--- src/design/bcd_pkg.sv ---
// Package: shared types, constants and arithmetic helpers for the block decoder
`timescale 1ns / 1ps
package bcd_pkg;

    localparam logic [1:0] FMT_BC1 = 2'd0;
    localparam logic [1:0] FMT_BC2 = 2'd1;
    localparam logic [1:0] FMT_BC3 = 2'd2;

    typedef logic [7:0] chan_t;
    typedef chan_t [2:0] rgb_t;
    typedef rgb_t [3:0] palette_t;
    typedef chan_t [7:0] alpha_tab_t;

    // integer divide by 3 for values below 766, by reciprocal
    function automatic chan_t div3(input logic [9:0] v);
        logic [21:0] prod;
        begin
            prod = v * 12'd2731;
            div3 = prod[20:13];
        end
    endfunction

    // divide by 7 for values below 1786
    function automatic chan_t div7(input logic [10:0] v);
        logic [24:0] prod;
        begin
            prod = v * 14'd9363;
            div7 = prod[23:16];
        end
    endfunction

    // divide by 5 for values below 1276
    function automatic chan_t div5(input logic [10:0] v);
        logic [24:0] prod;
        begin
            prod = v * 14'd6554;
            div5 = prod[22:15];
        end
    endfunction

    function automatic rgb_t expand565(input logic [15:0] c);
        rgb_t o;
        begin
            o[0] = {c[15:11], c[15:13]};
            o[1] = {c[10:5], c[10:9]};
            o[2] = {c[4:0], c[4:2]};
            expand565 = o;
        end
    endfunction

endpackage

--- src/design/bcd_if.sv ---
// Interfaces: valid/ready channels for blocks, rows and configuration
`timescale 1ns / 1ps
interface bcd_block_if;
    logic        valid;
    logic        ready;
    logic [63:0] alpha_word;
    logic [63:0] color_word;
    modport source (output valid, alpha_word, color_word, input ready);
    modport sink (input valid, alpha_word, color_word, output ready);
endinterface

interface bcd_row_if;
    logic        valid;
    logic        ready;
    logic [1:0]  row_index;
    logic [31:0] pixel_col0;
    logic [31:0] pixel_col1;
    logic [31:0] pixel_col2;
    logic [31:0] pixel_col3;
    logic        last_row;
    modport source (output valid, row_index, pixel_col0, pixel_col1, pixel_col2,
                    pixel_col3, last_row, input ready);
    modport sink (input valid, row_index, pixel_col0, pixel_col1, pixel_col2,
                  pixel_col3, last_row, output ready);
endinterface

interface bcd_cfg_if;
    logic       valid;
    logic       ready;
    logic [1:0] data;
    modport source (output valid, data, input ready);
    modport sink (input valid, data, output ready);
endinterface

--- src/design/bc1_bc2_bc3_block_decoder_top.sv ---
// Top level: BC1/BC2/BC3 block decoder with pipeline and row serialiser
`timescale 1ns / 1ps
// Decodes one compressed 4x4 block into four rows of RGBA8888 pixels, rows
// 0..3 in order with last_row on row 3. The pipeline has three register
// stages (endpoint expansion, palette and alpha table, pixel select) feeding
// a row serialiser that holds one decoded block; blocks enter back to back
// unless a decoded block waits for the serialiser, and the output moves one
// row per cycle while row.ready is high. Code 3 decodes as BC3. A block passes
// the stages and the serialiser before its first row. block_format must be written
// through the configuration channel only while the block is idle; the block itself does not enforce this.
module bc1_bc2_bc3_block_decoder_top (
    input logic clk,
    input logic rst_n,
    bcd_cfg_if.sink     cfg,
    bcd_block_if.sink   blk,
    bcd_row_if.source   row
);
    import bcd_pkg::*;

    logic [1:0] fmt_reg;
    assign cfg.ready = 1'b1;

    always_ff @(posedge clk or negedge rst_n)
    begin
        if (!rst_n)
        begin
            fmt_reg <= FMT_BC3;
        end
        else if (cfg.valid)
        begin
            fmt_reg <= cfg.data;
        end
    end

    // serialiser: holds one block, emits a row per handshake
    logic         busy_reg;
    logic [1:0]   row_reg;
    logic [511:0] blk_reg;
    logic         adv;
    logic         p_valid;
    logic [511:0] p_pix;
    logic         take;
    logic         drain_done;

    assign drain_done = row.valid && row.ready && (row_reg == 2'd3);
    assign take = p_valid && (!busy_reg || drain_done);
    // pipeline advances unless a finished block waits at its end
    assign adv = !p_valid || take;
    assign blk.ready = adv;

    logic               s2_valid, s2_three;
    logic [1:0]         s2_fmt;
    palette_t           s2_pal;
    alpha_tab_t         s2_atab;
    logic [63:0]        s2_aw;
    logic [31:0]        s2_idx;

    bcd_palette u_pal (
        .clk(clk), .rst_n(rst_n), .adv(adv),
        .in_valid(blk.valid), .fmt(fmt_reg),
        .alpha_word(blk.alpha_word), .color_word(blk.color_word),
        .out_valid(s2_valid), .out_fmt(s2_fmt), .out_three(s2_three),
        .out_pal(s2_pal), .out_atab(s2_atab),
        .out_alpha_word(s2_aw), .out_idx(s2_idx)
    );

    bcd_pixel u_pix (
        .clk(clk), .rst_n(rst_n), .adv(adv),
        .in_valid(s2_valid), .fmt(s2_fmt), .three(s2_three),
        .pal(s2_pal), .atab(s2_atab), .alpha_word(s2_aw), .idx(s2_idx),
        .out_valid(p_valid), .out_pix(p_pix)
    );

    always_ff @(posedge clk or negedge rst_n)
    begin
        if (!rst_n)
        begin
            busy_reg <= 1'b0;
            row_reg  <= 2'd0;
        end
        else
        begin
            if (take)
            begin
                busy_reg <= 1'b1;
                row_reg  <= 2'd0;
            end
            else if (row.valid && row.ready)
            begin
                row_reg <= row_reg + 2'd1;
                if (row_reg == 2'd3)
                begin
                    busy_reg <= 1'b0;
                end
            end
        end
    end

    always_ff @(posedge clk)
    begin
        if (take)
        begin
            blk_reg <= p_pix;
        end
    end

    assign row.valid      = busy_reg;
    assign row.row_index  = row_reg;
    assign row.pixel_col0 = blk_reg[128*row_reg +  0 +: 32];
    assign row.pixel_col1 = blk_reg[128*row_reg + 32 +: 32];
    assign row.pixel_col2 = blk_reg[128*row_reg + 64 +: 32];
    assign row.pixel_col3 = blk_reg[128*row_reg + 96 +: 32];
    assign row.last_row   = (row_reg == 2'd3);
endmodule

--- src/design/bcd_palette.sv ---
// Palette stage: endpoint expansion, colour palette and alpha table, two registered stages
`timescale 1ns / 1ps
module bcd_palette (
    input  logic                clk,
    input  logic                rst_n,
    input  logic                adv,
    input  logic                in_valid,
    input  logic [1:0]          fmt,
    input  logic [63:0]         alpha_word,
    input  logic [63:0]         color_word,
    output logic                out_valid,
    output logic [1:0]          out_fmt,
    output logic                out_three,
    output bcd_pkg::palette_t   out_pal,
    output bcd_pkg::alpha_tab_t out_atab,
    output logic [63:0]         out_alpha_word,
    output logic [31:0]         out_idx
);
    import bcd_pkg::*;

    // stage 1: expanded endpoints
    logic        v1_reg;
    logic [1:0]  fmt1_reg;
    logic        three1_reg;
    rgb_t        c0_reg, c1_reg;
    logic [63:0] aw1_reg;
    logic [31:0] idx1_reg;

    always_ff @(posedge clk or negedge rst_n)
    begin
        if (!rst_n)
        begin
            v1_reg <= 1'b0;
        end
        else if (adv)
        begin
            v1_reg <= in_valid;
        end
    end

    always_ff @(posedge clk)
    begin
        if (adv)
        begin
            fmt1_reg   <= fmt;
            three1_reg <= (fmt == FMT_BC1) && (color_word[15:0] <= color_word[31:16]);
            c0_reg     <= expand565(color_word[15:0]);
            c1_reg     <= expand565(color_word[31:16]);
            aw1_reg    <= alpha_word;
            idx1_reg   <= color_word[63:32];
        end
    end

    // stage 2: palette and alpha table
    palette_t   pal_next;
    alpha_tab_t atab_next;
    logic [7:0] a0, a1;

    always_comb
    begin
        for (int ch = 0; ch < 3; ch++)
        begin
            pal_next[0][ch] = c0_reg[ch];
            pal_next[1][ch] = c1_reg[ch];
            if (three1_reg)
            begin
                pal_next[2][ch] = chan_t'(({1'b0, c0_reg[ch]} + {1'b0, c1_reg[ch]}) >> 1);
                pal_next[3][ch] = 8'd0;
            end
            else
            begin
                pal_next[2][ch] = div3({1'b0, c0_reg[ch], 1'b0} + {2'b0, c1_reg[ch]});
                pal_next[3][ch] = div3({2'b0, c0_reg[ch]} + {1'b0, c1_reg[ch], 1'b0});
            end
        end
        a0 = aw1_reg[7:0];
        a1 = aw1_reg[15:8];
        atab_next[0] = a0;
        atab_next[1] = a1;
        if (a0 > a1)
        begin
            for (int i = 1; i <= 6; i++)
            begin
                atab_next[i + 1] = div7(11'((7 - i) * a0) + 11'(i * a1));
            end
        end
        else
        begin
            for (int i = 1; i <= 4; i++)
            begin
                atab_next[i + 1] = div5(11'((5 - i) * a0) + 11'(i * a1));
            end
            atab_next[6] = 8'd0;
            atab_next[7] = 8'd255;
        end
    end

    always_ff @(posedge clk or negedge rst_n)
    begin
        if (!rst_n)
        begin
            out_valid <= 1'b0;
        end
        else if (adv)
        begin
            out_valid <= v1_reg;
        end
    end

    always_ff @(posedge clk)
    begin
        if (adv)
        begin
            out_fmt        <= fmt1_reg;
            out_three      <= three1_reg;
            out_pal        <= pal_next;
            out_atab       <= atab_next;
            out_alpha_word <= aw1_reg;
            out_idx        <= idx1_reg;
        end
    end
endmodule

--- src/design/bcd_pixel.sv ---
// Pixel stage: per-pixel colour and alpha selection for all sixteen pixels
`timescale 1ns / 1ps
module bcd_pixel (
    input  logic                clk,
    input  logic                rst_n,
    input  logic                adv,
    input  logic                in_valid,
    input  logic [1:0]          fmt,
    input  logic                three,
    input  bcd_pkg::palette_t   pal,
    input  bcd_pkg::alpha_tab_t atab,
    input  logic [63:0]         alpha_word,
    input  logic [31:0]         idx,
    output logic                out_valid,
    output logic [511:0]        out_pix
);
    import bcd_pkg::*;

    logic [511:0] pix_next;
    logic [1:0]   ci;
    logic [7:0]   a;

    always_comb
    begin
        pix_next = '0;
        for (int p = 0; p < 16; p++)
        begin
            ci = idx[2*p +: 2];
            if (fmt == FMT_BC1)
            begin
                a = 8'd255;
            end
            else if (fmt == FMT_BC2)
            begin
                a = {alpha_word[4*p +: 4], alpha_word[4*p +: 4]};
            end
            else
            begin
                a = atab[alpha_word[16 + 3*p +: 3]];
            end
            if (three && ci == 2'd3)
            begin
                pix_next[32*p +: 32] = 32'd0;
            end
            else
            begin
                pix_next[32*p +: 32] = {a, pal[ci][2], pal[ci][1], pal[ci][0]};
            end
        end
    end

    always_ff @(posedge clk or negedge rst_n)
    begin
        if (!rst_n)
        begin
            out_valid <= 1'b0;
        end
        else if (adv)
        begin
            out_valid <= in_valid;
        end
    end

    always_ff @(posedge clk)
    begin
        if (adv)
        begin
            out_pix <= pix_next;
        end
    end
endmodule

--- src/flat_wrapper.sv ---
// flat-port wrapper written by rule: the top's interface ports become plain ports
module bc1_bc2_bc3_block_decoder_top_flat import bcd_pkg::*;
  (clk, rst_n, cfg_valid, cfg_data, cfg_ready, blk_valid, blk_alpha_word, blk_color_word, blk_ready, row_valid, row_row_index, row_pixel_col0, row_pixel_col1, row_pixel_col2, row_pixel_col3, row_last_row, row_ready);
  bcd_cfg_if cfg_i ();
  bcd_block_if blk_i ();
  bcd_row_if row_i ();
  input logic clk;
  input logic rst_n;
  input wire logic [$bits(cfg_i.valid)-1:0] cfg_valid;
  input wire logic [$bits(cfg_i.data)-1:0] cfg_data;
  output wire logic [$bits(cfg_i.ready)-1:0] cfg_ready;
  input wire logic [$bits(blk_i.valid)-1:0] blk_valid;
  input wire logic [$bits(blk_i.alpha_word)-1:0] blk_alpha_word;
  input wire logic [$bits(blk_i.color_word)-1:0] blk_color_word;
  output wire logic [$bits(blk_i.ready)-1:0] blk_ready;
  output wire logic [$bits(row_i.valid)-1:0] row_valid;
  output wire logic [$bits(row_i.row_index)-1:0] row_row_index;
  output wire logic [$bits(row_i.pixel_col0)-1:0] row_pixel_col0;
  output wire logic [$bits(row_i.pixel_col1)-1:0] row_pixel_col1;
  output wire logic [$bits(row_i.pixel_col2)-1:0] row_pixel_col2;
  output wire logic [$bits(row_i.pixel_col3)-1:0] row_pixel_col3;
  output wire logic [$bits(row_i.last_row)-1:0] row_last_row;
  input wire logic [$bits(row_i.ready)-1:0] row_ready;
  assign cfg_i.valid = cfg_valid;
  assign cfg_i.data = cfg_data;
  assign cfg_ready = cfg_i.ready;
  assign blk_i.valid = blk_valid;
  assign blk_i.alpha_word = blk_alpha_word;
  assign blk_i.color_word = blk_color_word;
  assign blk_ready = blk_i.ready;
  assign row_valid = row_i.valid;
  assign row_row_index = row_i.row_index;
  assign row_pixel_col0 = row_i.pixel_col0;
  assign row_pixel_col1 = row_i.pixel_col1;
  assign row_pixel_col2 = row_i.pixel_col2;
  assign row_pixel_col3 = row_i.pixel_col3;
  assign row_last_row = row_i.last_row;
  assign row_i.ready = row_ready;
  bc1_bc2_bc3_block_decoder_top u_core (.clk(clk), .rst_n(rst_n), .cfg(cfg_i), .blk(blk_i), .row(row_i));
endmodule
--- config.mk ---
export PLATFORM = sky130hd
export DESIGN_NAME = bc1_bc2_bc3_block_decoder_top_flat
export DESIGN_NICKNAME = d
export VERILOG_FILES = /design/src/design/bcd_pkg.sv /design/src/design/bcd_if.sv /design/src/design/bc1_bc2_bc3_block_decoder_top.sv /design/src/design/bcd_palette.sv /design/src/design/bcd_pixel.sv /design/src/flat_wrapper.sv
export SDC_FILE = /design/constraint.sdc
export NUM_CORES = 2
export LEC_CHECK = 0
export ABC_AREA = 1
export BUFFER_PORTS_ARGS = -buffer_cell sky130_fd_sc_hd__buf_4
export CORE_MARGIN = 2
export CORE_UTILIZATION = 29
export CTS_BUF_LIST = sky130_fd_sc_hd__clkbuf_4
export DETAILED_ROUTE_END_ITERATION = 6
export HOLD_SLACK_MARGIN = 0.1
export PLACE_DENSITY = 0.45
export SETUP_SLACK_MARGIN = 0.4
export SLEW_MARGIN = 20
export SYNTH_ARGS = -nofsm -noshare
export SYNTH_HDL_FRONTEND = slang
export SYNTH_SLANG_ARGS = --single-unit
--- constraint.sdc ---
create_clock -name clk -period 30.5 [get_ports clk]
set_input_delay 1.525 -clock clk [delete_from_list [all_inputs] [get_ports clk]]
set_output_delay 1.525 -clock clk [all_outputs]
set_load 0.05 [all_outputs]
==> impl_metrics.env <==
export IMPL_status="completed"
export IMPL_grt_total_usage_pct=20.0
export IMPL_cts_buffers_inserted=388
export IMPL_ys_ff_latch=1390
export IMPL_grt_pass1_wl_um=564000
export IMPL_syn_inst=11900
export IMPL_dieArea_sq_um=375000
export IMPL_routedWlPerCell_um=22.3
export IMPL_cp_buffers_inverters=6
export IMPL_cts_buffer_depth=4
export IMPL_startpoint_type="flop"
export IMPL_drive_above_1_share_pct=9.07
export IMPL_clk_pin_slew_ns=0.06
export IMPL_hold_class="input port to flop"
export IMPL_relSlewSlack_pct=11.9
export IMPL_final_area_sq_um=119000
export IMPL_drt_initial_drc_count=8277
export IMPL_grt_pass1_vias=85000
export IMPL_reg2reg_to="u_core.u_pal.out_atab[32]"
export IMPL_rows=223
export IMPL_period_needed_ns=7.20
export IMPL_cp_endpoint="u_core.u_pal.out_atab[32]"
export IMPL_crit_start="u_core.u_pal.aw1_reg[9]"
export IMPL_drc=0
export IMPL_fmax_mhz=139
export IMPL_ys_warn_count=0
export IMPL_die_width_um=612
export IMPL_final_net_count=13800
export IMPL_vias=88600
export IMPL_synthToLayoutAreaGrowth_pct=11.1
export IMPL_placed_cells=16600
export IMPL_cts_sinks=1390
export IMPL_routed_wl_um=385000
export IMPL_synthArstFlopShare_pct=0.576
export IMPL_crit_fanout=16
export IMPL_grt_overflow_total=0
export IMPL_holdWs_ns=0.293
export IMPL_synth_distinct_cells=64
export IMPL_final_cells=17300
export IMPL_cp_top_family="adder cells"
export IMPL_gp_congestion=0.858
export IMPL_ys_seq_area_share_pct=38.8
export IMPL_finalHoldViolations=0
export IMPL_crit_cells=28
export IMPL_period_share_pct=23.6
export IMPL_root_buffer="clkbuf_4"
export IMPL_hpwlAfterDp_um=266000
export IMPL_coreArea_sq_um=369000
export IMPL_reg2reg_from="u_core.u_pal.aw1_reg[9]"
export IMPL_filler_cell_count=38600
export IMPL_initial_core_util_pct=29.1
export IMPL_clk_latency_ns=1.41
export IMPL_ys_flop_type="edfxtp_1"
export IMPL_viasPerCell=5.12
export IMPL_antenna_left=0
export IMPL_ff2ff_setup_slack_ns=23.30
export IMPL_endpoint_kind="flop"
export IMPL_cts_tree="yes"
export IMPL_tns_ns=0
export IMPL_cp_required_ns=31.60
export IMPL_die_h_um=612
export IMPL_h_tree_depth=5
export IMPL_cp_slowest_stage_delay_ns=0.64
export IMPL_synth_edf_count=1382
export IMPL_rsz0062_at_grt="false"
export IMPL_first_pass_iters=6
export IMPL_slew_violations=0
export IMPL_io_buffers=267
export IMPL_grt_max_degree=143
export IMPL_criticalPathCategory="flop to flop"
export IMPL_place_area_sq_um=114000
export IMPL_skew_ns=0.191
export IMPL_syn_area_per_cell_sq_um=8.99
export IMPL_worst_path_max_delay_cell="fa_1"
export IMPL_synth_area_sq_um=107000
export IMPL_finalSetupViolCount=0
export IMPL_arrival_ns=8.30
export IMPL_synth_nets=13700
export IMPL_reg2regPathDepth=28
export IMPL_worst_slew_pin_slew_ns=1.32
export IMPL_ioPinCount=269
export IMPL_cap_viol_max_count=0
export IMPL_antenna_found_initial=21
-- layout make-up --
type / instances / area [sq um] / share of cell area (%)
diodes: 12 / 30.0 / 0.0252
inverters: 1376 / 5180 / 4.34
well taps: 4950 / 6190 / 5.19
multi-input cells: 8468 / 57900 / 48.5
repair buffers: 433 / 3300 / 2.77
clock buffers: 569 / 4270 / 3.58
flip-flops and latches: 1390 / 41700 / 35.0
clock inverters: 110 / 708 / 0.594
-- worst min path at each step --
stage / startpoint / endpoint / slack (ns) / depth (start not counted)
4_1_cts: blk_color_word[35] / u_core.u_pal.idx1_reg[3] / 0.12 / 1
3_5_place_dp: u_core.u_pix.out_pix[105] / u_core.blk_reg[105] / 0.40 / 0
5_1_grt: blk_color_word[46] / u_core.u_pal.idx1_reg[14] / 0.22 / 1
3_3_place_gp: u_core.u_pix.out_pix[424] / u_core.blk_reg[424] / 0.40 / 0
6_report: blk_color_word[46] / u_core.u_pal.idx1_reg[14] / 0.29 / 1
2_1_floorplan: u_core.u_pix.out_pix[0] / u_core.blk_reg[0] / 0.40 / 0
-- cells by family after synthesis --
logic type      Yosys count  synth area share [%]
simple gates           2534                  9.92
fa+ha+maj              1649                  22.2
mux                       1                0.0105
flops                  1390                  38.8
buf+inv                2086                  7.35
compound gates         4127                  20.3
xor+xnor                156                  1.30
other cells               1               0.00349
-- synthesized netlist by cell type, types with 6 or more instances --
master	number	area, sq um
edfxtp_1	1382	41500
o22ai_1	133	832
a31oi_1	35	219
inv_1	1365	5120
o21ai_1	15	75.1
a21boi_0	13	97.6
nand3b_1	19	143
o21bai_1	29	218
nor4_1	6	37.5
nand4_1	82	513
or2_2	14	87.6
buf_2	36	180
and2_1	7	43.8
o21ai_0	1594	7980
dfrtp_1	7	175
o211ai_1	245	1840
a21o_1	39	293
a211oi_1	6	45.0
xnor2_1	49	429
ha_1	1218	15200
buf_1	30	113
nand2_2	6	37.5
fa_1	431	8630
nor2_1	634	2380
o31ai_1	18	135
o21a_1	9	67.6
nand3_1	447	2240
a21oi_1	1977	9890
clkbuf_1	639	2400
nand2_1	1238	4650
xor2_1	104	911
nor3_1	59	295
-- repair_timing --
action | in CTS | in global routing
hold endpoints to repair | 8 | 0
gates resized for setup | 0 | 0
hold buffers | 1 | 0
setup buffers | 0 | 0
-- placed cells by master (no fill, tap or decap), types with 74 or more instances in the layout --
| master | n |
|---|---|
| a21oi_1 | 1977 |
| buf_4 | 428 |
| clkbuf_4 | 569 |
| clkinv_1 | 74 |
| edfxtp_1 | 1382 |
| fa_1 | 431 |
| ha_1 | 1218 |
| inv_1 | 1359 |
| nand2_1 | 1237 |
| nand3_1 | 447 |
| nand4_1 | 82 |
| nor2_1 | 618 |
| o211ai_1 | 245 |
| o21ai_0 | 1594 |
| o22ai_1 | 133 |
| xor2_1 | 104 |
-- through the flow --
step                      util [%]  setup WS, ns
after floorplan                  -          5.79
after global placement        31.0         23.33
after detailed placement      31.0         23.32
after CTS                     32.4         23.22
after global routing          32.4         22.80
final                         32.4         23.30
-- layer usage --
| metal | track usage, % | part of all wire, % | vias up |
|---|---|---|---|
| met1 | 27.3 | 44 | 42300 |
| met2 | 32.2 | 45 | 3151 |
| met3 | 2.63 | 6.5 | 659 |
| li1 | - | - | 42500 |
| met4 | 7.15 | 3.8 | 10 |
| met5 | 0 | 0.019 | - |
Power is not shown: default switching activity piles up to over one toggle a cycle in this logic, so the estimate is an artifact.
